**src/design/iwr_pkg.sv**
```systemverilog
// Shared types and constants for the instruction window retire block.
// Used by the controller, the datapath and the top level; no dependencies.
`timescale 1ns / 1ps
`default_nettype none

package iwr_pkg;

  localparam int DEPTH_DEF = 128;
  localparam int ADDR_BITS_DEF = 48;

  localparam int CFG_W = 4;
  localparam int RETIRED_W = 4;
  localparam int RETIRE_MAX = 8;

  localparam logic [CFG_W-1:0] RETIRE_WIDTH_RST = 4'd4;
  localparam logic [CFG_W-1:0] LINE_BITS_RST = 4'd6;

  localparam logic REG_RETIRE_WIDTH = 1'b0;
  localparam logic REG_LINE_BITS = 1'b1;

  localparam logic [1:0] ACT_INSERT = 2'd0;
  localparam logic [1:0] ACT_RETIRE = 2'd1;
  localparam logic [1:0] ACT_WAKE = 2'd2;

  typedef struct packed {
    logic load_item;
    logic insert;
    logic retire_step;
    logic wake_cmp;
    logic load_result;
  } iwr_cmd_t;

  typedef struct packed {
    logic retire_go;
    logic scan_done;
  } iwr_sts_t;

endpackage

`default_nettype wire

```
**src/design/iwr_ctrl.sv**
```systemverilog
// Controller state machine for the instruction window retire block.
// Depends on iwr_pkg for the action codes and the command and status structs.
`timescale 1ns / 1ps
`default_nettype none

module iwr_ctrl (
  input  wire logic             clk,
  input  wire logic             rst,
  input  wire logic             in_valid,
  output logic                  in_stall,
  input  wire logic [1:0]       action,
  output logic                  out_valid,
  input  wire logic             out_stall,
  output iwr_pkg::iwr_cmd_t     cmd,
  input  wire iwr_pkg::iwr_sts_t sts
);

  typedef enum logic [2:0] {
    IDLE,
    INSERT,
    RETIRE,
    WAKE_RD,
    WAKE_CMP,
    FINISH
  } state_t;

  state_t state;
  logic   out_free;
  logic   accept;

  assign out_free = !out_valid || !out_stall;
  assign in_stall = !((state == IDLE) || ((state == FINISH) && out_free));
  assign accept = in_valid && !in_stall;

  always_comb begin
    cmd = '0;
    cmd.load_item = accept;
    case (state)
      INSERT: cmd.insert = 1'b1;
      RETIRE: cmd.retire_step = sts.retire_go;
      WAKE_CMP: cmd.wake_cmp = 1'b1;
      FINISH: cmd.load_result = out_free;
      default: ;
    endcase
  end

  always_ff @(posedge clk) begin
    if (rst) begin
      state <= IDLE;
      out_valid <= 1'b0;
    end else begin
      if (cmd.load_result) begin
        out_valid <= 1'b1;
      end else if (out_valid && !out_stall) begin
        out_valid <= 1'b0;
      end
      case (state)
        IDLE, FINISH: begin
          if (accept) begin
            case (action)
              iwr_pkg::ACT_INSERT: state <= INSERT;
              iwr_pkg::ACT_RETIRE: state <= RETIRE;
              iwr_pkg::ACT_WAKE: state <= WAKE_RD;
              default: state <= FINISH;
            endcase
          end else if ((state == FINISH) && out_free) begin
            state <= IDLE;
          end
        end
        INSERT: state <= FINISH;
        RETIRE: begin
          if (!sts.retire_go) begin
            state <= FINISH;
          end
        end
        WAKE_RD: begin
          if (sts.scan_done) begin
            state <= FINISH;
          end else begin
            state <= WAKE_CMP;
          end
        end
        WAKE_CMP: state <= WAKE_RD;
        default: state <= IDLE;
      endcase
    end
  end

endmodule

`default_nettype wire

```
**config.mk**
```make
export PLATFORM = sky130hd
export DESIGN_NAME = iwr_ctrl
export DESIGN_NICKNAME = d
export VERILOG_FILES = /design/src/design/iwr_pkg.sv /design/src/design/iwr_ctrl.sv
export SDC_FILE = /design/constraint.sdc
export NUM_CORES = 1
export LEC_CHECK = 0
export CAP_MARGIN = 5
export CORE_AREA = 5 5 42 44
export DETAILED_ROUTE_END_ITERATION = 16
export DIE_AREA = 0 0 47 49
export DONT_BUFFER_PORTS = 1
export MAX_ROUTING_LAYER = met4
export PLACE_DENSITY = 0.5
export SKIP_LAST_GASP = 1
export SLEW_MARGIN = 20
export SYNTH_ARGS = -nofsm -noshare
export SYNTH_HDL_FRONTEND = slang
export SYNTH_SLANG_ARGS = --single-unit
```
**constraint.sdc**
```tcl
create_clock -name clk -period 1.4 [get_ports clk]
set_input_delay 0.21 -clock clk [delete_from_list [all_inputs] [get_ports clk]]
set_output_delay 0.21 -clock clk [all_outputs]
set_load 0.1 [all_outputs]
```
# Word-level counts from Yosys, hierarchy flattened
# Index checks and enable logic that the tools add are counted.
# totals
output_inout_bits	7
reg_bits	4
inputBits	8
# classes
reduce_logical	13
eq_ne	9
mux	12
# op_table
op	n
one-hot mux 3 bit (5 select lines)	1
two-way mux 3 bit	3
one-hot mux 3 bit (3 select lines)	1
two-way mux 1 bit	7
equality test 3 x 2 -> 1 bit (second input constant)	2
equality test 3 bit (second input constant)	2
equality test 3 x 1 -> 1 bit (second input constant)	1
logical AND 1 bit	3
logical NOT 1 bit	3
logical NOT 3 bit	1
!= test 3 bit (second input constant)	1
equality test 2 x 1 -> 1 bit (second input constant)	1
equality test 2 bit (second input constant)	1
logical NOT 2 bit	1
logical OR 1 bit	2
!= test 2 bit (second input constant)	1
AND reduction 2 bit	1
nonzero test 2 bit	1
OR reduction 2 bit	1

# Longest topological paths before layout
# depth
depth_word	7
mapped_depth	5
mapped_depth_nobuf	5

# Worst setup path before layout
# OpenSTA, ideal clock, no wires.
# synth_timing
path_type	register -> register
startpoint	register state[2]
endpoint	register state[1]
path_buffers	1
arrival_time_ns	3.115
stages_incl_launch_ff	5
setup_slack_ns	-1.788
path_cell_list	dfxtp_1 > buf_4 > nor3b_1 > nor2_1 > o2bb2ai_2
# synth_via
elab_chain_cells	6
# synth_rtl
item	line_no	rtl
start: declaration	iwr_ctrl.sv:27	state_t state;
start signal: assignment	iwr_ctrl.sv:49	state <= IDLE;
start signal: assignment	iwr_ctrl.sv:61	iwr_pkg::ACT_INSERT: state <= INSERT;
start signal: assignment	iwr_ctrl.sv:62	iwr_pkg::ACT_RETIRE: state <= RETIRE;
equality test 3 bit	iwr_ctrl.sv:32, iwr_ctrl.sv:57, iwr_ctrl.sv:66	
logical AND 1 bit	iwr_ctrl.sv:32, iwr_ctrl.sv:66	
logical OR 1 bit	iwr_ctrl.sv:32	assign in_stall = !((state == IDLE) || ((state == FINISH) && out_free));
logical AND 1 bit	iwr_ctrl.sv:33	assign accept = in_valid && !in_stall;
two-way mux 3 bit / != test 3 bit (equally long branches)	n/a	
one-hot mux 3 bit (5 select lines) / AND reduction 2 bit (equally long branches)	n/a	
# Several ways; a longest one is shown, not always the timed one.
# A chain may end at the register's enable or synchronous reset.

==> run metrics <==
Placed Instances 70; ANT nets after route 0; hold_buf cts 0; Die Y 49 microns; Ys Warns 0; Slew headroom 79.70%; Routed WL 1.013 mm; number of port buffers 0; failing checks setup timing; EDFF count, synth 0; Clock transition at path regs 40 ps; Final Cycle Share 107.8%; Slew Viols, Final 0; Syn Area/Cell 8.081 sq um; worst setup margin -109.0 ps; Cells after Synth 48; sequential area share after synthesis 20.65%; commonest non-fill, non-tap cell in the layout buf_4; worst hold slack 25.83 ps; Area Overhead vs Synth 76.77%; Tightest Pin Transition 304.3 ps; max-cap violations 0; final hold vios 0; post-synth net total 58; clk_lat worst skew 240 ps; drt initial violations 8; most frequent cells in the layout buf_4 (14), nor2_1 (5), buf_12 (5); clock sink count 4; post-synth cell types 27; Setup Skew 2.226 ps; total clock buffers created by CTS 3; dpl hpwl 738.6 microns; DP Area 568.0 sq um; die width 47 microns; Starting Density 27.68%; GP Congestion 0.7729; WL/cell 11.92 microns; ratio of cells with drive above 1 in the final layout 62.32%; Min-Delay Path Class input port to flip-flop; I/O pin cnt 15; ys async rst share 0%; clk buf depth 2; routed vias/inst 4.824; vias in the first global route 407; Via Count 410; Pleak 0.2912 nW; flop2flop setup slack 70 ps; H-Tree Depth 1; TNS Setup -235.0 ps; global-route wire length before repair 1.738 mm; largest net degree at the start of global routing 10; PwrDens 2534 nW/um^2; Final Net Count 80; critical path peak fanout 3; crit path capture type primary output; Seq cells post-synth 4; Design Power 1.738 mW; Peak VDD IR 1.452 mV; WP data arrival 1300 ps; RSZ-0062 raised after global routing yes; FP Rows 14; critical path class flip-flop to primary output; post-route cell area 685.7 sq um; Total GRT Usage 10.39%; final setup fails 4; CORE AREA 1401 sq um; maximum clock frequency 662.7 MHz; DRT Pass-1 Iters 4; Mapped Area 387.9 sq um; initial antenna violation count 0; Antenna Cells 0; CTS tree done; fin cells 85; top_reg_cell synth dfxtp_1; CP required 1190 ps; status complete, but fails checks; Die ar. 2303 sq um; startpoint types flip-flop; Tmin final 1509 ps; Post-route DRC 0; total congestion overflow 0; CTS root buffer clkbuf_4
==> worst max-delay path: stages, from the launching register on <==
cell and delay (ps):
dfxtp_2 320, or2_4 260, o21ai_4 60, and3b_2 230, buf_12 180
==> cell type report <==
class,count,area (sq um)
flip-flops and latches,4,90.09
inverters,2,7.507
clock buffers,4,26.28
fillers,137,715.7
well taps,16,20.02
multi-input cells,38,320.3
repair buffers,21,221.5
==> routing by layer <==
metal	vias to the layer above	routed length [microns]	part of all wire, %	GRT usage, %
met5	-	0	0	-
met3	3	100	9.9	2.952
met2	13	503	50	14.71
met1	185	395	39	12.94
met4	0	14	1.4	5.530
li1	209	-	-	-
==> cells by family (layout without fill, tap and decap cells) <==
| logic type | count (synthesis) | count (layout) | share of synthesized area (%) |
|---|---|---|---|
| buf+inv | 6 | 27 | 11.61 |
| fa+ha+maj | 2 | 2 | 6.451 |
| simple gates | 25 | 25 | 39.04 |
| compound gates | 11 | 11 | 22.26 |
| flops | 4 | 4 | 20.65 |
==> state kept, by name, summed over array words and instances (netlist names) <==
signal	cells
state	3
out_valid	1
==> power by group <==
part           internal (mW)  switching (mW)  leakage [nW]
sequential             0.158          0.0390        0.0350
combinational          0.557           0.816         0.241
clock                  0.108          0.0591        0.0150
total                  0.823           0.914         0.291
==> path summary, 6_finish.rpt <==
check,start,endpoint,cells past startpoint
worst max-delay path,state[0],cmd[4],4
worst min-delay path,rst,out_valid,1
worst max register to register,state[1],state[0],6
worst min register to register,out_valid,out_valid,2
==> per-stage QoR <==
| step | setup slack, ps | util [%] |
|---|---|---|
| 6_report | -109.0 | 48.93 |
| 5_1_grt | -140.9 | 48.93 |
| 4_1_cts | -97.54 | 46.70 |
| 3_5_place_dp | 30.78 | 40.54 |
| 3_3_place_gp | 62.01 | 40.54 |
| 2_1_floorplan | -212.2 | - |
==> synthesized netlist by cell type, types with 2 or more instances <==
master	n	area, sq um
nor2_1	7	26.28
dfxtp_1	4	80.08
nand2_1	4	15.01
a21oi_1	3	15.01
nor3b_1	3	22.52
buf_4	2	15.01
buf_6	2	22.52
ha_1	2	25.02
inv_1	2	7.510
nor3_1	2	10.01
==> what timing repair did <==
action / 4_1_cts / 5_1_grt
gates resized for setup: 2 / 4
hold endpoints to repair: 0 / 0
buffers inserted: 8 / 3
pin swaps: 5 / 6
setup endpoints to repair: 6 / 7
Note: power is estimated with default switching activity, not from simulation.
